===== src/ptst_pkg.sv =====
`timescale 1ns / 1ps
// ----------------------------------------------------------------------------
// ptst_pkg: shared types and constants for the periodic timer slot table
// Slot table geometry, command and result codes, beat types and sequencer states.
// ----------------------------------------------------------------------------
package ptst_pkg;

   localparam int SLOTS       = 32;
   localparam int COUNT_BITS  = 16;
   localparam int PERIOD_BITS = 16;
   localparam int SLOT_BITS   = $clog2(SLOTS);
   localparam int ID_BITS     = 5;
   localparam int KIND_BITS   = 3;
   localparam int CMP_BITS    = (COUNT_BITS > PERIOD_BITS) ? COUNT_BITS : PERIOD_BITS;
   localparam int ENTRY_BITS  = PERIOD_BITS + COUNT_BITS;

   localparam logic [1:0] FUNC_REGISTER = 2'd0;
   localparam logic [1:0] FUNC_REMOVE   = 2'd1;
   localparam logic [1:0] FUNC_TICK     = 2'd2;

   localparam logic [KIND_BITS-1:0] KIND_REGISTERED = 3'd0;
   localparam logic [KIND_BITS-1:0] KIND_FULL       = 3'd1;
   localparam logic [KIND_BITS-1:0] KIND_REMOVED    = 3'd2;
   localparam logic [KIND_BITS-1:0] KIND_FIRED      = 3'd3;
   localparam logic [KIND_BITS-1:0] KIND_NO_FIRE    = 3'd4;

   typedef struct packed {
      logic [1:0]             func;
      logic [PERIOD_BITS-1:0] period;
      logic [ID_BITS-1:0]     slot_id;
   } req_type;

   typedef struct packed {
      logic [KIND_BITS-1:0] kind;
      logic [ID_BITS-1:0]   slot;
      logic                 last;
   } rsp_type;

   typedef struct packed {
      logic [COUNT_BITS-1:0] next_count;
      logic                  fire;
   } count_result_type;

   typedef enum logic [2:0] {
      ST_IDLE,
      ST_REG,
      ST_TICK,
      ST_DRAIN,
      ST_END
   } state_type;

endpackage


===== src/ptst_ram.sv =====
`timescale 1ns / 1ps
// ----------------------------------------------------------------------------
// ptst_ram: generic single-write, single-read RAM
// One write port and one read port, read data registered.
// ----------------------------------------------------------------------------
module ptst_ram #(
   parameter int WIDTH = 32,
   parameter int DEPTH = 32
) (
   input  logic                     clock,
   input  logic                     wr_en,
   input  logic [$clog2(DEPTH)-1:0] wr_addr,
   input  logic [WIDTH-1:0]         wr_data,
   input  logic [$clog2(DEPTH)-1:0] rd_addr,
   output logic [WIDTH-1:0]         rd_data
);

   logic [WIDTH-1:0] mem_ff [DEPTH];
   logic [WIDTH-1:0] rd_data_ff;

   always_ff @(posedge clock) begin
      if (wr_en) begin
         mem_ff[wr_addr] <= wr_data;
      end
      rd_data_ff <= mem_ff[rd_addr];
   end

   assign rd_data = rd_data_ff;

endmodule


===== src/ptst_count_unit.sv =====
`timescale 1ns / 1ps
// ----------------------------------------------------------------------------
// ptst_count_unit: shared slot count update
// Saturating increment of one slot count and compare against its period.
// ----------------------------------------------------------------------------
module ptst_count_unit
   import ptst_pkg::*;
(
   input  logic [COUNT_BITS-1:0]  count,
   input  logic [PERIOD_BITS-1:0] period,
   output count_result_type       result
);

   logic [COUNT_BITS-1:0] inc;
   logic [CMP_BITS-1:0]   inc_ext;
   logic [CMP_BITS-1:0]   period_ext;

   always_comb begin
      inc        = (count == {COUNT_BITS{1'b1}}) ? count : count + COUNT_BITS'(1);
      inc_ext    = CMP_BITS'(inc);
      period_ext = CMP_BITS'(period);
      result.fire       = (inc_ext >= period_ext);
      result.next_count = result.fire ? '0 : inc;
   end

endmodule


===== src/periodic_timer_slot_table_core.sv =====
`timescale 1ns / 1ps
// ----------------------------------------------------------------------------
// periodic_timer_slot_table_core: periodic timer slot table
// Register, remove and tick commands over a table of periodic timer slots.
// ----------------------------------------------------------------------------
// Usage:
//   A command beat is taken when start is high and busy is low. Results leave
//   on rsp_data marked by a one-cycle rsp_valid strobe; the receiver cannot
//   hold them off. rsp_data.last marks the final result beat of a command.
//   Remove: one result, the cycle after the command; busy stays low.
//   Register: slots are tested one per cycle from slot 1 upward; the result
//   names the first free slot, or reports KIND_FULL when the search reaches
//   slot SLOTS-1 and finds it taken.
//   Tick: the slot RAM is swept one slot per cycle through the shared count
//   unit (read, update, write back): slots 1 to SLOTS-1 are read, then come a
//   drain state and a close-out state, and the final result beat follows the
//   close-out. Fire beats leave during the sweep, each one held until the next
//   fire is detected; the last one or the no-fire beat leaves at the end.
//   Reset clears the active mask and the sequencer; the slot RAM needs no
//   clearing since a slot is written when it is registered.
// ----------------------------------------------------------------------------
module periodic_timer_slot_table_core
   import ptst_pkg::*;
(
   input  logic    clock,
   input  logic    reset,
   input  logic    start,
   output logic    busy,
   input  req_type req_data,
   output logic    rsp_valid,
   output rsp_type rsp_data
);

   localparam logic [SLOT_BITS-1:0] LAST_SLOT  = SLOT_BITS'(SLOTS - 1);
   localparam logic [SLOT_BITS-1:0] FIRST_SLOT = SLOT_BITS'(1);

   state_type              state_ff, state_in;
   logic [SLOT_BITS-1:0]   idx_ff, idx_in;
   logic [SLOTS-1:0]       active_ff, active_in;
   logic [PERIOD_BITS-1:0] period_ff, period_in;
   logic                   pipe_vld_ff, pipe_vld_in;
   logic [SLOT_BITS-1:0]   pipe_slot_ff, pipe_slot_in;
   logic                   pend_vld_ff, pend_vld_in;
   logic [SLOT_BITS-1:0]   pend_slot_ff, pend_slot_in;
   logic                   rsp_valid_ff, rsp_valid_in;
   rsp_type                rsp_ff, rsp_in;

   logic                   accept;
   logic                   ram_wr_en;
   logic [SLOT_BITS-1:0]   ram_wr_addr;
   logic [ENTRY_BITS-1:0]  ram_wr_data;
   logic [SLOT_BITS-1:0]   ram_rd_addr;
   logic [ENTRY_BITS-1:0]  ram_rd_data;
   logic [PERIOD_BITS-1:0] rd_period;
   logic [COUNT_BITS-1:0]  rd_count;
   count_result_type       cnt_res;

   assign busy      = (state_ff != ST_IDLE);
   assign accept    = start && !busy;
   assign rsp_valid = rsp_valid_ff;
   assign rsp_data  = rsp_ff;
   assign rd_period = ram_rd_data[ENTRY_BITS-1:COUNT_BITS];
   assign rd_count  = ram_rd_data[COUNT_BITS-1:0];

   ptst_ram #(
      .WIDTH (ENTRY_BITS),
      .DEPTH (SLOTS)
   ) u_slot_ram (
      .clock   (clock),
      .wr_en   (ram_wr_en),
      .wr_addr (ram_wr_addr),
      .wr_data (ram_wr_data),
      .rd_addr (ram_rd_addr),
      .rd_data (ram_rd_data)
   );

   ptst_count_unit u_count (
      .count  (rd_count),
      .period (rd_period),
      .result (cnt_res)
   );

   // next state
   always_comb begin
      state_in = state_ff;
      unique case (state_ff)
         ST_IDLE: begin
            if (accept) begin
               if (req_data.func == FUNC_REGISTER) begin
                  state_in = ST_REG;
               end else if (req_data.func == FUNC_TICK) begin
                  state_in = ST_TICK;
               end
            end
         end
         ST_REG: begin
            if (!active_ff[idx_ff] || idx_ff == LAST_SLOT) begin
               state_in = ST_IDLE;
            end
         end
         ST_TICK: begin
            if (idx_ff == LAST_SLOT) begin
               state_in = ST_DRAIN;
            end
         end
         ST_DRAIN: state_in = ST_END;
         ST_END:   state_in = ST_IDLE;
         default:  state_in = ST_IDLE;
      endcase
   end

   // datapath and outputs
   always_comb begin
      idx_in       = idx_ff;
      active_in    = active_ff;
      period_in    = period_ff;
      pipe_vld_in  = 1'b0;
      pipe_slot_in = idx_ff;
      pend_vld_in  = pend_vld_ff;
      pend_slot_in = pend_slot_ff;
      rsp_valid_in = 1'b0;
      rsp_in       = rsp_ff;
      ram_wr_en    = 1'b0;
      ram_wr_addr  = pipe_slot_ff;
      ram_wr_data  = {rd_period, cnt_res.next_count};
      ram_rd_addr  = idx_ff;

      // write-back stage of the tick sweep
      if (pipe_vld_ff && active_ff[pipe_slot_ff]) begin
         ram_wr_en = 1'b1;
         if (cnt_res.fire) begin
            if (pend_vld_ff) begin
               rsp_valid_in = 1'b1;
               rsp_in       = '{kind: KIND_FIRED, slot: ID_BITS'(pend_slot_ff), last: 1'b0};
            end
            pend_vld_in  = 1'b1;
            pend_slot_in = pipe_slot_ff;
         end
      end

      unique case (state_ff)
         ST_IDLE: begin
            if (accept) begin
               period_in = req_data.period;
               idx_in    = FIRST_SLOT;
               if (req_data.func == FUNC_REMOVE) begin
                  if (32'(req_data.slot_id) < SLOTS) begin
                     active_in[req_data.slot_id] = 1'b0;
                  end
                  rsp_valid_in = 1'b1;
                  rsp_in = '{kind: KIND_REMOVED, slot: req_data.slot_id, last: 1'b1};
               end
            end
         end
         ST_REG: begin
            if (!active_ff[idx_ff]) begin
               active_in[idx_ff] = 1'b1;
               ram_wr_en         = 1'b1;
               ram_wr_addr       = idx_ff;
               ram_wr_data       = {period_ff, {COUNT_BITS{1'b0}}};
               rsp_valid_in      = 1'b1;
               rsp_in = '{kind: KIND_REGISTERED, slot: ID_BITS'(idx_ff), last: 1'b1};
            end else if (idx_ff == LAST_SLOT) begin
               rsp_valid_in = 1'b1;
               rsp_in       = '{kind: KIND_FULL, slot: '0, last: 1'b1};
            end else begin
               idx_in = idx_ff + FIRST_SLOT;
            end
         end
         ST_TICK: begin
            pipe_vld_in  = 1'b1;
            pipe_slot_in = idx_ff;
            idx_in       = idx_ff + FIRST_SLOT;
         end
         ST_DRAIN: begin
         end
         ST_END: begin
            rsp_valid_in = 1'b1;
            pend_vld_in  = 1'b0;
            if (pend_vld_ff) begin
               rsp_in = '{kind: KIND_FIRED, slot: ID_BITS'(pend_slot_ff), last: 1'b1};
            end else begin
               rsp_in = '{kind: KIND_NO_FIRE, slot: '0, last: 1'b1};
            end
         end
         default: begin
         end
      endcase
   end

   always_ff @(posedge clock) begin
      if (reset) begin
         state_ff     <= ST_IDLE;
         active_ff    <= '0;
         pipe_vld_ff  <= 1'b0;
         pend_vld_ff  <= 1'b0;
         rsp_valid_ff <= 1'b0;
      end else begin
         state_ff     <= state_in;
         active_ff    <= active_in;
         pipe_vld_ff  <= pipe_vld_in;
         pend_vld_ff  <= pend_vld_in;
         rsp_valid_ff <= rsp_valid_in;
      end
      idx_ff       <= idx_in;
      period_ff    <= period_in;
      pipe_slot_ff <= pipe_slot_in;
      pend_slot_ff <= pend_slot_in;
      rsp_ff       <= rsp_in;
   end

   a_slot0_never_active: assert property (@(posedge clock) disable iff (reset)
      !active_ff[0])
      else $error("slot 0 became active");

   a_end_pipe_empty: assert property (@(posedge clock) disable iff (reset)
      state_ff == ST_END |-> !pipe_vld_ff)
      else $error("tick close-out with sweep still in flight");

   a_not_last_busy: assert property (@(posedge clock) disable iff (reset)
      rsp_valid_ff && !rsp_ff.last |-> busy)
      else $error("non-final result beat while idle");

   a_register_scans: assert property (@(posedge clock) disable iff (reset)
      accept && req_data.func == FUNC_REGISTER |=> state_ff == ST_REG && idx_ff == FIRST_SLOT)
      else $error("register command did not start the slot search at slot 1");

endmodule

===== config.mk =====
export PLATFORM = sky130hd
export DESIGN_NAME = periodic_timer_slot_table_core
export DESIGN_NICKNAME = d
export VERILOG_FILES = /design/src/ptst_pkg.sv /design/src/ptst_ram.sv /design/src/ptst_count_unit.sv /design/src/periodic_timer_slot_table_core.sv
export SDC_FILE = /design/constraint.sdc
export NUM_CORES = 1
export LEC_CHECK = 0
export BUFFER_PORTS_ARGS = -buffer_cell sky130_fd_sc_hd__buf_4
export CORE_AREA = 3 3 287 289
export DETAILED_ROUTE_END_ITERATION = 12
export DIE_AREA = 0 0 290 292
export GPL_TIMING_DRIVEN = 0
export PLACE_DENSITY = 0.81
export SLEW_MARGIN = 25
export SYNTH_ARGS = -nofsm -noshare
export SYNTH_HDL_FRONTEND = slang
export SYNTH_SLANG_ARGS = --single-unit

===== constraint.sdc =====
create_clock -name clock -period 9.12 [get_ports clock]
set_input_delay 0.912 -clock clock [delete_from_list [all_inputs] [get_ports clock]]
set_output_delay 0.912 -clock clock [all_outputs]
set_load 0.05 [all_outputs]

; ---- Yosys cells after proc, flatten, opt, wreduce, memory -nomap -nowiden
; Memory sizes are Yosys's and may differ from the RTL's. A register that Yosys moved wholly into a read port is not among the register bits.
; Index checks and enable logic that the tools add are counted.
[totals]
reg_bits = 78
memories = 1
mem_bits_rw = 1024
output_inout_bits = 11
elab_cells = 109
[mem_list]
columns = memory, depth, word_bits, read_ports, rd_clocked_by_memory_dff, write_ports, line_no
row1 = u_slot_ram.mem_ff, 32, 32, 1, 1, 1, ptst_ram.sv:18  ; logic [WIDTH-1:0] mem_ff [DEPTH];
[classes]
eq_ne = 16
bitwise_logic = 3
reduce_logical = 18
order_cmp = 6
n_addsub = 2
n_mux = 51
[ops]
columns = cell, count
row1 = $mux W32, 5
row2 = $mux W9, 8
row3 = $pmux W32 S2, 1
row4 = $and A32 B32 Y32, 1
row5 = $mux W16, 2
row6 = $not A32 Y32, 1
row7 = $or A32 B32 Y32, 1
row8 = $pmux W9 S3, 1
row9 = $mux W5, 5
row10 = $lt A5 B6 Y1 const B, 3
row11 = $mux W1, 17
row12 = $add A16 B1 Y16 const B, 1
row13 = $eq A16 B16 Y1 const B, 1
row14 = $ge A16 B16 Y1, 1
row15 = $mux W3, 5
row16 = $pmux W5 S3, 1
row17 = $ne A2 B2 Y1 const B, 7
row18 = $pmux W3 S4, 1
row19 = $reduce_and A4 Y1, 3
row20 = $bmux W1 S5, 2
row21 = $demux W1 S5, 2
row22 = $ge A5 B1 Y1 const B, 2
row23 = $eq A3 B2 Y1 const B, 2
row24 = $reduce_bool A3 Y1, 2
row25 = other kinds (16), 21

; ---- Longest topological paths before layout
[depth]
depth_word = 9
depth_mapped = 15
mapped_depth_nobuf = 15

; ---- Hierarchy
; A second synthesis with hierarchy kept.
[hier_totals]
hier_cells = 2742
hier_area_um2 = 45337.2
[modules_own_cells]
columns = module, cells_each, seq_area_each_um2, n_inst, area_per_inst_um2
row1 = ptst_ram, 2260, 31390.1, 1, 40491.3
row2 = periodic_timer_slot_table_core, 347, 1821.7, 1, 3950.0
row3 = ptst_count_unit, 135, 0.0, 1, 895.9

; ---- Least setup slack after synthesis
; Ideal clock, no wire load.
[synth_path]
path_type = register -> register
start = reg u_slot_ram.rd_data_ff[5] (netlist: u_slot_ram.rd_data[5]), read port of u_slot_ram.mem_ff
end = mem u_slot_ram.mem_ff[0][15] (data pin)
slack_ns = 3.803
arrival_ns = 4.827
path_stages_with_launch = 15
synth_period_minus_slack_ns = 5.317
path_cell_list = dfxtp_1 -> and4_1 -> nand4_1 -> or4_1 -> o21ai_2 -> nor3_1 -> xor2_1 -> ha_1 -> a21oi_1 -> o21ai_0 -> a221oi_1 -> o21ai_1 -> or2_2 -> clkbuf_1 -> a311oi_1
[synth_via]
elab_chain_len = 6
word_cells_on_any_way = 7
cone_classes = add/sub: 1 / order compare: 1 / eq/ne: 1 / mux: 4
[synth_rtl]
columns = element, line_no
row1 = "start, declared", ptst_ram.sv:19  ; logic [WIDTH-1:0] rd_data_ff;
row2 = $add A16 B1 Y16 / $eq A16 B16 Y1 (equally long branches), ptst_count_unit.sv:19  ; inc = (count == {COUNT_BITS{1'b1}}) ? count : count + COUNT_BITS'(1);
row3 = $mux W16 (*), ptst_count_unit.sv:19
row4 = $ge A16 B16 Y1, ptst_count_unit.sv:22  ; result.fire = (inc_ext >= period_ext);
row5 = $mux W16 (*), ptst_count_unit.sv:23  ; result.next_count = result.fire ? '0 : inc;
row6 = $mux W32, periodic_timer_slot_table_core.sv:156  ; if (!active_ff[idx_ff]) begin
row7 = $mux W32 (*), periodic_timer_slot_table_core.sv:141  ; unique case (state_ff)
row8 = named net ram_wr_data[15], periodic_timer_slot_table_core.sv:51  ; logic [ENTRY_BITS-1:0] ram_wr_data;
row9 = "end, declared", ptst_ram.sv:18
; Mark *: on every way through the listed nets, which the timed path passes. The rest lies on a longest branch.

; ---- Worst setup path after layout
[layout_path]
start = reg u_slot_ram.rd_data_ff[5] (netlist: u_slot_ram.rd_data[5]), read port of u_slot_ram.mem_ff
end = mem u_slot_ram.mem_ff[16][14] (data pin)
; Same word-level chain as after synthesis.

==> key figures <==
Cells and area
  • Fin area: 0.0514 sq mm
  • Layout cells sized above 1: 28.4%
  • Area growth syn-to-layout: 17.2%
  • Final nets: 2411
  • Number of fill cells: 4950
  • Final core occ: 64.1%

Critical path
  • CP Data Required Time: 9.65 ns
  • Most used cell along the critical path: o21ai_2
  • CP Cell Sequence: and4_1 > nand4_1 > or4_1 > o21ai_2 > nor3_1 > xor2_1 > ha_1 > nand2_1 > o21ai_0 > a221oi_1 > o21ai_2 > or2_2 > clkbuf_2 > nor3_2 > buf_6 > buf_4
  • Crit path DAT: 6.23 ns
  • CP max-delay cell: or4_1
  • Worst Setup End Kind: flip-flop
  • Largest stage delay on the critical path: 0.69 ns
  • Critical Path Start Type: flip-flop
  • Maximum fanout along the worst path: 16
  • Crit path max-delay family: simple AND/OR/NAND/NOR gates
  • WS Path Type: flip-flop to flip-flop
  • WP buf/inv: 3

Synthesis
  • Synth top area share: 71.9%
  • Commonest cells in the synthesized netlist: edfxtp_1, mux4_2, a22oi_1, dfxtp_1, clkbuf_1
  • Post-synth EDFFs: 1050
  • Post-synthesis register bit count: 1134
  • Main area contributors after synthesis: edfxtp_1, mux4_2, dfxtp_1
  • Synthesized area: 0.0439 sq mm
  • Syn_nets: 2176
  • Synth Warn #: 0
  • Average size of a mapped cell: 20.6 sq um
  • Distinct cells, synth: 65
  • Leading cell type by number of instances after synthesis: edfxtp_1
  • Asr flop ratio synth: 0%
  • Register area share after synthesis: 75.7%
  • Area leader, netlist: edfxtp_1
  • Post-synthesis cell count: 2128
  • Ys flop type: edfxtp_1

CTS
  • Clock Latency Late Sink: 0.71 ns
  • CTS H-Tree Depth: 3
  • Worst-path clk slew: 0.06 ns
  • CTS Buffer Depth: 3
  • Postcts setup bufs: 0
  • CTS Buf Count: 105
  • TritonCTS clock tree: done
  • CTS Hold Buffers Added: 0
  • TritonCTS Sinks: 1134
  • Post-CTS resize count: 0
  • Root Driver: clkbuf_16

Die
  • Initial Util: 54.7%
  • Row count: 104
  • Number of I/O pins: 37
  • Core area: 0.0802 sq mm
  • Die Width: 290 um
  • Chip Height: 292 um
  • Die Area: 0.0847 sq mm

Route
  • DR WL/cell: 36.2 um
  • 1st-pass router iterations: 6
  • Detail Route Antenna Nets: 0
  • DR iter-0 viols: 3834
  • Via density: 7.06
  • Via Count: 24795
  • Routed wire length: 127000 um
  • Residual DRC: 0

STA
  • TNS Setup: 0 ns
  • FMAX: 175 MHz
  • Worst slew pin tran: 1.11 ns
  • Max-slew headroom: 26.3%
  • Hold slack: 0.389 ns
  • Slew Viols, Final: 0
  • Crit path time final: 5.70 ns
  • Worst-case clock skew: 0.0715 ns
  • Final setup viols: 0
  • Final period util: 62.5%
  • RSZ-0062 raised after global routing: false
  • Final Hold Viols: 0

Hold path
  • Hold/Removal Path Class: primary input to flip-flop

Status
  • Status: finished clean

Placement
  • Number of port buffers: 35
  • DP HPWL: 78800 um
  • GPL Wtd Cong: 0.930
  • Area post-placement: 0.0478 sq mm

GRT
  • Initial antenna violation count: 3
  • Vias in the first global route: 25237
  • Largest net degree at the start of global routing: 33
  • Gr ovfl total: 0
  • First-pass GRT wire length: 181000 um
  • Tot GR Track Use: 30.0%

Pwr
  • PD cells: 255 mW/mm^2
  • Pleak: 16.5 nW
  • Peak supply drop: 0.206 mV
  • Pwr Total: 13.1 mW

Flow run
  • Maxcap violations: 0
[registers in the layout (all words and copies together) (netlist names)]
register and flops:
idx_ff 5, u_slot_ram.mem_ff 1024, rsp_data 9, period_ff 16, active_ff 32, pipe_vld_ff 1, state_ff 3, u_slot_ram.rd_data 32
rsp_valid 1, pipe_slot_ff 5, pend_vld_ff 1, pend_slot_ff 5
[final timing paths]
kind	start	to	slack, ns	depth (start not counted)
setup / recovery	u_slot_ram.rd_data[5]	u_slot_ram.mem_ff[16][14]	3.42	16
setup reg to reg	u_slot_ram.rd_data[5]	u_slot_ram.mem_ff[16][14]	3.42	16
hold reg to reg	idx_ff[3]	pipe_slot_ff[3]	0.43	0
hold / removal	req_data[20]	period_ff[15]	0.39	1
[through the flow]
step	std cells	setup WS, ns
floorplan	2128	3.80
global placement	3223	1.54
detailed placement	3313	3.43
CTS	3505	3.36
global route	3508	3.16
finish	3510	3.42
[where the power goes]
group          internal [mW]  switching [mW]  total, mW
combinational          0.633            1.49       2.13
sequential              6.40          0.0703       6.47
clock                   2.60            1.93       4.53
total                   9.63            3.50       13.1
[logic make-up after synthesis]
group | synth area share [%]
xor gates and xnor gates | 0.259
adders and majority gates | 0.627
AOI/OAI and AO/OA | 4.31
and+or+nand+nor | 2.97
buffers and inverters | 1.41
DFF | 75.7
muxes | 14.7
[cell type report]
| cell class | instances | area (sq um) | share of cell area, % |
|---|---|---|---|
| inverters | 23 | 86.3 | 0.168 |
| multi-input cells | 853 | 10500 | 20.3 |
| repair buffers | 128 | 2250 | 4.38 |
| well taps | 1060 | 1330 | 2.58 |
| plain buffers | 118 | 538 | 1.05 |
| diodes | 2 | 5.00 | 0.00973 |
| clock buffers | 135 | 2830 | 5.51 |
| clock inverters | 57 | 704 | 1.37 |
| flip-flops and latches | 1134 | 33200 | 64.6 |
[cell usage in the layout, fill, tap and decap left out, types with 21 or more instances in the layout]
master / n
a211oi_1: 36
a21oi_1: 52
a22oi_1: 107
and3_1: 29
buf_16: 54
buf_2: 37
buf_4: 48
buf_6: 21
clkbuf_1: 87
clkbuf_16: 107
clkinv_1: 22
dfxtp_1: 84
edfxtp_1: 1050
ha_1: 22
inv_1: 22
mux2i_1: 30
mux4_2: 265
nand2_1: 33
nor2_1: 28
nor2_4: 32
o21ai_0: 30
[routing by layer]
metal	part of all wire (%)	vias up	global-route usage [%]	wire, um
li1	-	9388	-	-
met1	34	12610	38.7	42700
met2	48	2257	47.3	60700
met3	12	536	6.99	15000
met4	6.9	4	17.6	8750
met5	0.019	-	0	24
Note: power is estimated with default switching activity, not from simulation.
